### config.mk
export PLATFORM = sky130hd
export DESIGN_NAME = linked_list_multi_queue_core
export DESIGN_NICKNAME = d
export VERILOG_FILES = /design/src/design/llmq_pkg.sv /design/src/design/llmq_qtab.sv /design/src/design/llmq_link.sv /design/src/design/linked_list_multi_queue_core.sv
export SDC_FILE = /design/constraint.sdc
export NUM_CORES = 1
export LEC_CHECK = 0
export BUFFER_PORTS_ARGS = -buffer_cell sky130_fd_sc_hd__buf_2
export CORE_MARGIN = 8
export CORE_UTILIZATION = 63
export CTS_CLUSTER_DIAMETER = 120
export DETAILED_ROUTE_END_ITERATION = 8
export HOLD_SLACK_MARGIN = 0.15
export PLACE_DENSITY = 0.79
export SKIP_LAST_GASP = 1
export SLEW_MARGIN = 20
export SYNTH_ARGS = -nofsm -noshare
export SYNTH_HDL_FRONTEND = slang
export SYNTH_HIERARCHICAL = 1
export SYNTH_SLANG_ARGS = --single-unit
export TNS_END_PERCENT = 50
### constraint.sdc
create_clock -name i_clk -period 4.5 [get_ports i_clk]
set_clock_uncertainty 0.05 [all_clocks]
set_input_delay 0.675 -clock i_clk [delete_from_list [all_inputs] [get_ports i_clk]]
set_output_delay 0.675 -clock i_clk [all_outputs]
set_load 0.05 [all_outputs]
### src/design/llmq_pkg.sv
`timescale 1ns / 1ps

package llmq_pkg;

    // Fixed port widths
    localparam int QID_W = 3;
    localparam int ENT_W = 6;
    localparam int REQ_W = 2;

    // Request codes
    localparam logic [REQ_W-1:0] REQ_TAIL = 2'd0;
    localparam logic [REQ_W-1:0] REQ_HEAD = 2'd1;
    localparam logic [REQ_W-1:0] REQ_POP  = 2'd2;

    typedef enum logic [1:0] {
        ST_IDLE,
        ST_QRD,
        ST_TAIL2,
        ST_XRD
    } t_state;

    // Queue table write controls
    typedef struct packed {
        logic head_we;
        logic tail_we;
        logic set_empty;
        logic clr_empty;
    } t_qtab_wr;

    // Link memory write controls
    typedef struct packed {
        logic we;
        logic is_null;
    } t_link_wr;

endpackage

### src/design/llmq_qtab.sv
`timescale 1ns / 1ps

module llmq_qtab #(
    parameter int NUM_QUEUES = 8,
    parameter int QW         = 3,
    parameter int EW         = 6
) (
    input  logic              i_clk,
    input  logic              i_rst_n,
    input  logic              i_rd_en,
    input  logic [QW-1:0]     i_rd_addr,
    input  logic [QW-1:0]     i_q_addr,
    input  llmq_pkg::t_qtab_wr i_wr,
    input  logic [EW-1:0]     i_head,
    input  logic [EW-1:0]     i_tail,
    output logic [EW-1:0]     o_head,
    output logic [EW-1:0]     o_tail,
    output logic              o_empty
);
    import llmq_pkg::*;

    logic [EW-1:0] r_head_mem [NUM_QUEUES];
    logic [EW-1:0] r_tail_mem [NUM_QUEUES];
    logic [EW-1:0] r_head_rd;
    logic [EW-1:0] r_tail_rd;
    logic [NUM_QUEUES-1:0] r_empty;

    always_ff @(posedge i_clk) begin
        if (i_wr.head_we) begin
            r_head_mem[i_q_addr] <= i_head;
        end
        if (i_rd_en) begin
            r_head_rd <= r_head_mem[i_rd_addr];
        end
    end

    always_ff @(posedge i_clk) begin
        if (i_wr.tail_we) begin
            r_tail_mem[i_q_addr] <= i_tail;
        end
        if (i_rd_en) begin
            r_tail_rd <= r_tail_mem[i_rd_addr];
        end
    end

    // empty flags are flops so reset marks every queue empty at once
    always_ff @(posedge i_clk) begin
        if (!i_rst_n) begin
            r_empty <= '1;
        end else if (i_wr.set_empty) begin
            r_empty[i_q_addr] <= 1'b1;
        end else if (i_wr.clr_empty) begin
            r_empty[i_q_addr] <= 1'b0;
        end
    end

    assign o_head  = r_head_rd;
    assign o_tail  = r_tail_rd;
    assign o_empty = r_empty[i_q_addr];

endmodule

### src/design/llmq_link.sv
`timescale 1ns / 1ps

module llmq_link #(
    parameter int NUM_ENTRIES = 64,
    parameter int EW          = 6
) (
    input  logic              i_clk,
    input  logic              i_rd_en,
    input  logic [EW-1:0]     i_rd_addr,
    input  llmq_pkg::t_link_wr i_wr,
    input  logic [EW-1:0]     i_wr_addr,
    input  logic [EW-1:0]     i_wr_link,
    output logic [EW-1:0]     o_link,
    output logic              o_null
);
    import llmq_pkg::*;

    // word = {null flag, next link}; link is don't-care while null is set
    logic [EW:0] r_mem [NUM_ENTRIES];
    logic [EW:0] r_rd;

    always_ff @(posedge i_clk) begin
        if (i_wr.we) begin
            r_mem[i_wr_addr] <= {i_wr.is_null, i_wr_link};
        end
        if (i_rd_en) begin
            r_rd <= r_mem[i_rd_addr];
        end
    end

    assign o_null = r_rd[EW];
    assign o_link = r_rd[EW-1:0];

endmodule

### src/design/linked_list_multi_queue_core.sv
// Result: the strobe rises as the request leaves ST_QRD for inserts at the head, inserts
//   into an empty queue, extracts from an empty queue and ignored requests; as it leaves
//   ST_TAIL2 or ST_XRD for inserts at the tail of a non-empty queue and found extracts.
// Requests: one at a time; a new request is accepted only in ST_IDLE, so the queue table
//   read and the link memory read that may follow it within a request never overlap another.
// Reset: synchronous, active low; all queues empty, no result pending. Results cannot stall.
`timescale 1ns / 1ps

module linked_list_multi_queue_core #(
    parameter int NUM_ENTRIES = 64,
    parameter int NUM_QUEUES  = 8
) (
    input  logic                        i_clk,
    input  logic                        i_rst_n,
    input  logic                        start,
    output logic                        busy,
    input  logic [llmq_pkg::REQ_W-1:0]  i_req_type,
    input  logic [llmq_pkg::QID_W-1:0]  i_queue_id,
    input  logic [llmq_pkg::ENT_W-1:0]  i_entry_index,
    output logic                        o_valid,
    output logic                        o_found,
    output logic [llmq_pkg::ENT_W-1:0]  o_popped_entry,
    output logic                        o_now_empty
);
    import llmq_pkg::*;

    localparam int QW   = (NUM_QUEUES > 1) ? $clog2(NUM_QUEUES) : 1;
    localparam int EW   = $clog2(NUM_ENTRIES);
    // compare widths: wide enough for the port field, the index and the bound
    localparam int QC_W = ((QW > QID_W) ? QW : QID_W) + 1;
    localparam int EC_W = ((EW > ENT_W) ? EW : ENT_W) + 1;

    t_state r_state, n_state;

    // request beat, captured at accept
    logic [REQ_W-1:0] r_req;
    logic [QW-1:0]    r_q;
    logic [EW-1:0]    r_e;
    logic             r_q_ok;
    logic             r_e_ok;

    // result register
    logic             r_valid, n_valid;
    logic             r_found, n_found;
    logic [ENT_W-1:0] r_popped, n_popped;
    logic             r_now_empty, n_now_empty;

    logic [QC_W-1:0]  q_ext;
    logic [EC_W-1:0]  e_ext;
    logic             accept;

    // memory-side signals
    logic             qt_rd_en;
    t_qtab_wr         qt_wr;
    logic [EW-1:0]    qt_head_wd;
    logic [EW-1:0]    qt_tail_wd;
    logic [EW-1:0]    qt_head;
    logic [EW-1:0]    qt_tail;
    logic             qt_empty;

    logic             lk_rd_en;
    t_link_wr         lk_wr;
    logic [EW-1:0]    lk_wr_addr;
    logic [EW-1:0]    lk_wr_link;
    logic [EW-1:0]    lk_link;
    logic             lk_null;

    assign q_ext  = QC_W'(i_queue_id);
    assign e_ext  = EC_W'(i_entry_index);
    assign accept = start && (r_state == ST_IDLE);

    always_ff @(posedge i_clk) begin
        if (accept) begin
            r_req  <= i_req_type;
            r_q    <= q_ext[QW-1:0];
            r_e    <= e_ext[EW-1:0];
            r_q_ok <= (q_ext < QC_W'(NUM_QUEUES));
            r_e_ok <= (e_ext < EC_W'(NUM_ENTRIES));
        end
    end

    always_ff @(posedge i_clk) begin
        if (!i_rst_n) begin
            r_state <= ST_IDLE;
            r_valid <= 1'b0;
        end else begin
            r_state <= n_state;
            r_valid <= n_valid;
        end
    end

    always_ff @(posedge i_clk) begin
        r_found     <= n_found;
        r_popped    <= n_popped;
        r_now_empty <= n_now_empty;
    end

    // next state
    always_comb begin
        n_state = r_state;
        unique case (r_state)
            ST_IDLE: begin
                if (start) begin
                    n_state = ST_QRD;
                end
            end
            ST_QRD: begin
                n_state = ST_IDLE;
                if (r_q_ok) begin
                    if (r_req == REQ_TAIL && r_e_ok && !qt_empty) begin
                        n_state = ST_TAIL2;
                    end else if (r_req == REQ_POP && !qt_empty) begin
                        n_state = ST_XRD;
                    end
                end
            end
            ST_TAIL2: n_state = ST_IDLE;
            ST_XRD:   n_state = ST_IDLE;
            default:  n_state = ST_IDLE;
        endcase
    end

    // memory controls and result
    always_comb begin
        busy        = (r_state != ST_IDLE);
        qt_rd_en    = accept;
        qt_wr       = '0;
        qt_head_wd  = r_e;
        qt_tail_wd  = r_e;
        lk_rd_en    = 1'b0;
        lk_wr       = '0;
        lk_wr_addr  = r_e;
        lk_wr_link  = qt_head;
        n_valid     = 1'b0;
        n_found     = 1'b0;
        n_popped    = '0;
        n_now_empty = qt_empty;

        unique case (r_state)
            ST_IDLE: begin
            end
            ST_QRD: begin
                if (!r_q_ok) begin
                    n_valid     = 1'b1;
                    n_now_empty = 1'b1;
                end else begin
                    unique case (r_req)
                        REQ_TAIL: begin
                            if (r_e_ok) begin
                                qt_wr.tail_we   = 1'b1;
                                qt_wr.clr_empty = 1'b1;
                                lk_wr.we        = 1'b1;
                                if (qt_empty) begin
                                    // first entry: it is both head and tail
                                    qt_wr.head_we = 1'b1;
                                    lk_wr.is_null = 1'b1;
                                    n_valid       = 1'b1;
                                    n_now_empty   = 1'b0;
                                end else begin
                                    // old tail now links to the new entry
                                    lk_wr_addr = qt_tail;
                                    lk_wr_link = r_e;
                                end
                            end else begin
                                n_valid = 1'b1;
                            end
                        end
                        REQ_HEAD: begin
                            if (r_e_ok) begin
                                qt_wr.head_we   = 1'b1;
                                qt_wr.tail_we   = qt_empty;
                                qt_wr.clr_empty = 1'b1;
                                lk_wr.we        = 1'b1;
                                lk_wr.is_null   = qt_empty;
                                n_now_empty     = 1'b0;
                            end
                            n_valid = 1'b1;
                        end
                        REQ_POP: begin
                            if (qt_empty) begin
                                n_valid = 1'b1;
                            end else begin
                                lk_rd_en = 1'b1;
                            end
                        end
                        default: begin
                            n_valid = 1'b1;
                        end
                    endcase
                end
            end
            ST_TAIL2: begin
                // new tail terminates the list
                lk_wr.we      = 1'b1;
                lk_wr.is_null = 1'b1;
                n_valid       = 1'b1;
                n_now_empty   = 1'b0;
            end
            ST_XRD: begin
                qt_head_wd      = lk_link;
                qt_wr.head_we   = !lk_null;
                qt_wr.set_empty = lk_null;
                n_valid         = 1'b1;
                n_found         = 1'b1;
                n_popped        = ENT_W'(qt_head);
                n_now_empty     = lk_null;
            end
            default: begin
            end
        endcase
    end

    llmq_qtab #(
        .NUM_QUEUES (NUM_QUEUES),
        .QW         (QW),
        .EW         (EW)
    ) u_qtab (
        .i_clk     (i_clk),
        .i_rst_n   (i_rst_n),
        .i_rd_en   (qt_rd_en),
        .i_rd_addr (q_ext[QW-1:0]),
        .i_q_addr  (r_q),
        .i_wr      (qt_wr),
        .i_head    (qt_head_wd),
        .i_tail    (qt_tail_wd),
        .o_head    (qt_head),
        .o_tail    (qt_tail),
        .o_empty   (qt_empty)
    );

    llmq_link #(
        .NUM_ENTRIES (NUM_ENTRIES),
        .EW          (EW)
    ) u_link (
        .i_clk     (i_clk),
        .i_rd_en   (lk_rd_en),
        .i_rd_addr (qt_head),
        .i_wr      (lk_wr),
        .i_wr_addr (lk_wr_addr),
        .i_wr_link (lk_wr_link),
        .o_link    (lk_link),
        .o_null    (lk_null)
    );

    assign o_valid        = r_valid;
    assign o_found        = r_found;
    assign o_popped_entry = r_popped;
    assign o_now_empty    = r_now_empty;

endmodule

==> metrics.txt, run 1 <==
Finished Core Util 70.50%; # nets final 1205; routed wl met3 4995 microns; syn avg cell area 20.71 sq um; Synth Instances around 1100; Area after DPL between 20000 and 25000 sq um; initial DRC count between 1000 and 1500; Final Power 11.31 mW; yosys warns 6; Final setup viols 0; Core Region 36520 sq um; arrival time worst endpoint 4.24 ns; Hold Path Class input port to register; RSZ-0062 raised after global routing no; TritonCTS clock tree yes; fraction of layout cells with a size suffix above 1 23.72%; vias in the first global route 11583; final hold vios 0; initial antenna violation count 1; CTS Sinks about 600; post-cts resize count 0; GRT Resource Usage Total 23.62%; Die X ~210 microns; Metal-1 WL between 15000 and 20000 microns; clk_lat worst skew about 0.61 ns; Clock transition at path regs roughly 0.06 ns; Worst Hold End qt_tail_wd[2]$_DFFE_PP_; pin count of the biggest net entering global routing 97; drt wl/cell 29.76 microns; first-pass GRT wire length 76020 microns; max-cap viol count 0; Final period util 90.07%; critical path capture point type register; Rows 70; Post-synth ARST share 0%; Seq/Total Area, Yosys about three quarters; Worst-Margin Slew 1.073 ns; VDD IR max 0.3488 mV; number of library cell types mapped by synthesis 52; post-route design area between 20000 and 30000 sq um; critical path class register to register; R2R depth 8; status finished clean; Initial Util a little under two thirds; total congestion overflow 0; Post-CTS Setup Bufs 0; routed vias 11463; critical path startpoint category register; CTS Buffer Depth 3; Hold Path Depth 1; Worst slew margin 28.47%; RR Startpoint r_q[1]$_DFFE_PP_; DIE AREA 43460 sq um; diode count 0; WL met2 24850 microns; gpl congestion 0.9220; Via density 6.747; number of remaining DRC errors 0; synthesized area 23340 sq um; Hold-fix buffers, CTS 0; WL final 50560 microns; setup TNS 0 ns; worst-path maximum fanout 13; r2r setup slk 0.45 ns; EDFF count, synth 574; Top Ports 24; Main synth FF type edfxtp_1; chip height 208.5 microns; DR top layer met5; H-tree depth 2; CTS Root Cell clkbuf_16; Area Growth Syn to Fin 10.32%; first drt pass iteration count 5; Pwr Density around 440 nW/um^2; register bit total from synthesis 593; hold path startpoint i_entry_index[2]; RR Endpoint u_link/r_mem[2][4]$_DFFE_PP_; CTS buffer count 56; antenna-violating nets left 0; P_leak 8.150 nW; post-layout minimum cycle time 4.053 ns; HPWL after detailed placement 31170 microns; Fmax 246.7 MHz; syn nets 1146; Port-buffer cells 23; Req. time, crit path 4.68 ns; Final Slew Violations 0
[worst max path at each step]
stage / start / to
3_3_place_gp: r_q[1]$_DFFE_PP_ / u_link/r_mem[2][1]$_DFFE_PP_
3_5_place_dp: r_q[1]$_DFFE_PP_ / u_link/r_mem[2][3]$_DFFE_PP_
5_1_grt: r_q[1]$_DFFE_PP_ / u_link/r_mem[20][5]$_DFFE_PP_
4_1_cts: r_q[1]$_DFFE_PP_ / u_link/r_mem[2][4]$_DFFE_PP_
2_1_floorplan: r_q[1]$_DFFE_PP_ / u_link/r_mem[0][6]$_DFFE_PP_
6_report: r_q[1]$_DFFE_PP_ / u_link/r_mem[2][4]$_DFFE_PP_
[final cells by class]
| class | instances | area, sq um |
|---|---|---|
| sequential | 593 | 17620 |
| clock buffer | 79 | 1540 |
| inverter | 11 | 41.29 |
| multi-input combinational | 463 | 5339 |
| timing repair buffer | 61 | 475.5 |
| fill | 2061 | 10770 |
| tap | 468 | 585.6 |
| clock inverter | 24 | 150.1 |
[routing by layer]
metal,vias up,GRT usage (%)
met5,-,0
met4,2,7.636
met3,100,5.832
met2,660,37.75
met1,5906,32.04
li1,4795,-
[logic make-up after synthesis]
group	count (synthesis)	share of synthesized area [%]
AOI/OAI and AO/OA	88	2.686
muxes	187	15.87
and+or+nand+nor	183	3.994
buffers and inverters	71	1.699
DFF	593	75.48
adders and majority gates	5	0.2680
[cell usage in the layout (no fill, tap or decap), types with 3 or more instances in the layout]
master / count
o31ai_1: 8
nor2b_1: 5
edfxtp_1: 574
nor2_1: 79
nand2b_1: 9
a211oi_1: 4
mux2_2: 31
a22oi_1: 8
and2_1: 20
clkbuf_16: 58
ha_1: 5
mux4_1: 21
a21oi_1: 13
nor3_1: 10
and3_1: 5
buf_12: 6
nand3_1: 10
o21ai_0: 6
nand2_1: 17
dfxtp_1: 19
and3b_1: 6
nand3b_1: 4
a22o_1: 3
buf_4: 32
inv_1: 11
clkbuf_1: 20
mux4_2: 116
o22ai_1: 14
a221o_1: 7
buf_2: 23
clkinv_1: 9
o21ai_1: 5
nor3b_1: 4
o221ai_1: 9
mux2i_1: 18
clkinv_2: 11
[where the power goes]
part | internal (mW) | switching (mW) | total, mW
sequential | 6.15 | 0.0544 | 6.20
clock | 2.44 | 1.91 | 4.34
combinational | 0.280 | 0.478 | 0.758
total | 8.86 | 2.44 | 11.3
[Yosys cell counts, drive strengths merged, types with 3 or more instances]
| master | n | area (sq um) |
|---|---|---|
| edfxtp | 574 | 17240 |
| mux4 | 137 | 3164 |
| nor2 | 79 | 296.5 |
| buf | 37 | 269.0 |
| mux2 | 32 | 360.4 |
| clkbuf | 23 | 86.33 |
| and2 | 21 | 131.4 |
| dfxtp | 19 | 380.4 |
| mux2i | 18 | 180.2 |
| nand2 | 17 | 63.81 |
| o22ai | 14 | 87.58 |
| a21oi | 13 | 65.06 |
| inv | 11 | 41.29 |
| nor3 | 11 | 66.32 |
| o21ai | 11 | 55.05 |
| nand2b | 10 | 65.06 |
| nand3 | 10 | 50.05 |
| o221ai | 9 | 78.83 |
| a22oi | 8 | 60.06 |
| o31ai | 8 | 60.06 |
| a221o | 7 | 70.07 |
| and3 | 6 | 38.79 |
| and3b | 6 | 52.55 |
| nor2b | 6 | 37.54 |
| ha | 5 | 62.56 |
| nor3b | 5 | 42.54 |
| a211oi | 4 | 30.03 |
| nand3b | 4 | 30.03 |
| a22o | 3 | 26.28 |
[registers in the layout, indices dropped and copies added (netlist names), 2 cells and up, named ones only]
register,flops
u_link/r_rd,7
u_link/r_mem,448
u_qtab/r_head_mem,48
qt_tail_wd,6
r_state,2
u_qtab/o_tail,6
u_qtab/o_head,6
o_popped_entry,6
u_qtab/r_tail_mem,48
r_q,3
r_req,2
[critical path: stages (launching register included)]
cell and delay [ns]:
edfxtp_1 0.56, mux2i_1 0.25, mux4_2 0.26, o21ai_0 0.28
nor3_4 0.38, mux2_2 0.44, nor2b_1 0.24, nand2_1 0.52
nor2_1 0.72
[per-stage QoR]
step | instances | worst slack, ns | hold slack, ns
2_1_floorplan | 1127 | 0.8470 | 0.3973
3_3_place_gp | 1596 | 0.8301 | 0.4325
3_5_place_dp | 1596 | 0.5983 | 0.4264
4_1_cts | 1699 | 0.5925 | 0.1642
5_1_grt | 1699 | 0.2825 | 0.1731
6_report | 1699 | 0.4467 | 0.2005
No activity file was read; power rests on OpenSTA's default activity.
==> run 2: changes to the inputs <==
Settings changed: CORE_MARGIN 8 to 2.
==> metrics.txt, run 2 (synthesis gave the netlist of run 1 again) <==
CTS Root Cell clkbuf_16; routed vias roughly 12000; Req. time, crit path 4.69 ns; sw frac 21.28%; Area Growth Syn to Fin 10.50%; number of remaining DRC errors 0; slack of the critical path 0.4256 ns; Pwr Density 447.2 nW/um^2; critical path startpoint category register; P_leak between 8 and 9 nW; first-pass GRT wire length approximately 76000 microns; worst-path maximum fanout 13; area of the multi-input gates 5335 sq um; fillcell total 2038; Hold-fix buffers, CTS 0; max-cap viol count 0; Die X 196.5 microns; post-cts resize count 0; largest register by flop count u_link/r_mem; Core Region ~37000 sq um; Net Switching 2.454 mW; initial antenna violation count 3; chip height 196.5 microns; antenna-violating nets left 0; most frequent cells in the layout edfxtp_1, mux4_2, nor2_1, clkbuf_16, mux2_2; status finished clean; Final setup viols 0; Clk network pwr share a little under 40%; Rows 70; H-tree depth 2; WL final 51320 microns; Worst-Margin Slew 1.121 ns; CTS buffer count 56; Flop pwr share around 54%; total congestion overflow 0; drt wl/cell between 30 and 40 microns; first drt pass iteration count 7; Final Slew Violations 0; critical path capture point type register; # nets final 1194; TritonCTS clock tree yes; commonest non-fill, non-tap cell in the layout edfxtp_1; combinational group share of total power 6.8%; Fmax between 200 and 250 MHz; arrival time worst endpoint 4.27 ns; Top Family by Delay on Critical Path simple AND/OR/NAND/NOR gates; Post-CTS Setup Bufs 0; Final period util 90.54%; critical-path cell list mux2i_1, mux4_2, o21ai_0, nor3_4, mux2_2, nor2b_1, nand2_1, nor2_1; Worst Path Buf+Inv 0; final hold vios 0; setup TNS 0 ns; Setup WS pre-CTS 0.6238 ns; register area about 18000 sq um; max reg flops 448; largest stage delay on the critical path 0.69 ns; Hold Path Class input port to register; DIE AREA 38600 sq um; RSZ-0062 raised after global routing no; fraction of layout cells with a size suffix above 1 a little under a quarter; Regs by FF count u_link/r_mem (448), u_qtab/r_head_mem (48), u_qtab/r_tail_mem (48); CTS Buffer Depth 3; critical path class register to register; pin count of the biggest net entering global routing 97; clk_lat worst skew slightly above 0.6 ns; vias in the first global route 11469; HPWL after detailed placement 30290 microns; Worst slew margin 25.29%; diode count 0; CTS Sinks just under 600; gpl congestion 0.8781; Clock transition at path regs 0.06 ns; cell internal pwr 9.081 mW; GRT Resource Usage Total between 20 and 30%; Top Ports 24; Initial Util 63.91%; CP max-delay cell nor2_1; initial DRC count 1474; VDD IR max 0.3679 mV; Via density approximately 7.0; Port-buffer cells 23; post-layout minimum cycle time 4.074 ns
-- run 2: through the flow --
step	instances	power [mW]	utilization (%)	cell area, sq um	hold WS [ns]
detailed placement	1585	7.076	65.73	24010	0.4125
finish	1684	11.53	70.62	25790	0.1891
floorplan	1127	6.800	-	23340	0.3973
CTS	1684	11.59	70.61	25790	0.1610
global placement	1585	7.059	65.73	24010	0.4320
global route	1684	11.84	70.62	25790	0.1761
-- run 2: power groups by stage --
stage          Combinational (mW)  Sequential [mW]  Clock (mW)
4_1_cts                     0.779             6.19        4.62
2_1_floorplan               0.509             6.29           0
3_5_place_dp                0.769             6.31           0
6_report                    0.787             6.19        4.56
3_3_place_gp                0.754             6.30           0
5_1_grt                     0.824             6.19        4.82
-- run 2: area by class of cell --
| cell class | instances | share of cell area (%) |
|---|---|---|
| Sequential cell | 593 | 68.31 |
| Tap cell | 468 | 2.270 |
| Timing Repair Buffer | 50 | 1.669 |
| Clock inverter | 19 | 0.8150 |
| Multi-Input combinational cell | 463 | 20.69 |
| Inverter | 11 | 0.1601 |
| Clock buffer | 80 | 6.093 |
-- run 2: per-layer routing --
metal / part of all wire [%] / vias up / track usage [%]
li1: - / 4774 / -
met1: 38 / 6049 / 39.31
met5: 0.053 / - / 0
met4: 3.5 / 4 / 9.568
met3: 11 / 127 / 7.358
met2: 47 / 779 / 42.17
-- run 2: path summary, 6_finish.rpt --
kind	cells after the start	start	to	slack [ns]
worst max-delay path	8	r_q[1]$_DFFE_PP_	u_link/r_mem[42][2]$_DFFE_PP_	0.43
worst min-delay path	1	i_entry_index[2]	qt_tail_wd[2]$_DFFE_PP_	0.19
worst max register to register	8	r_q[1]$_DFFE_PP_	u_link/r_mem[42][2]$_DFFE_PP_	0.43
worst min register to register	1	register	register	0.44
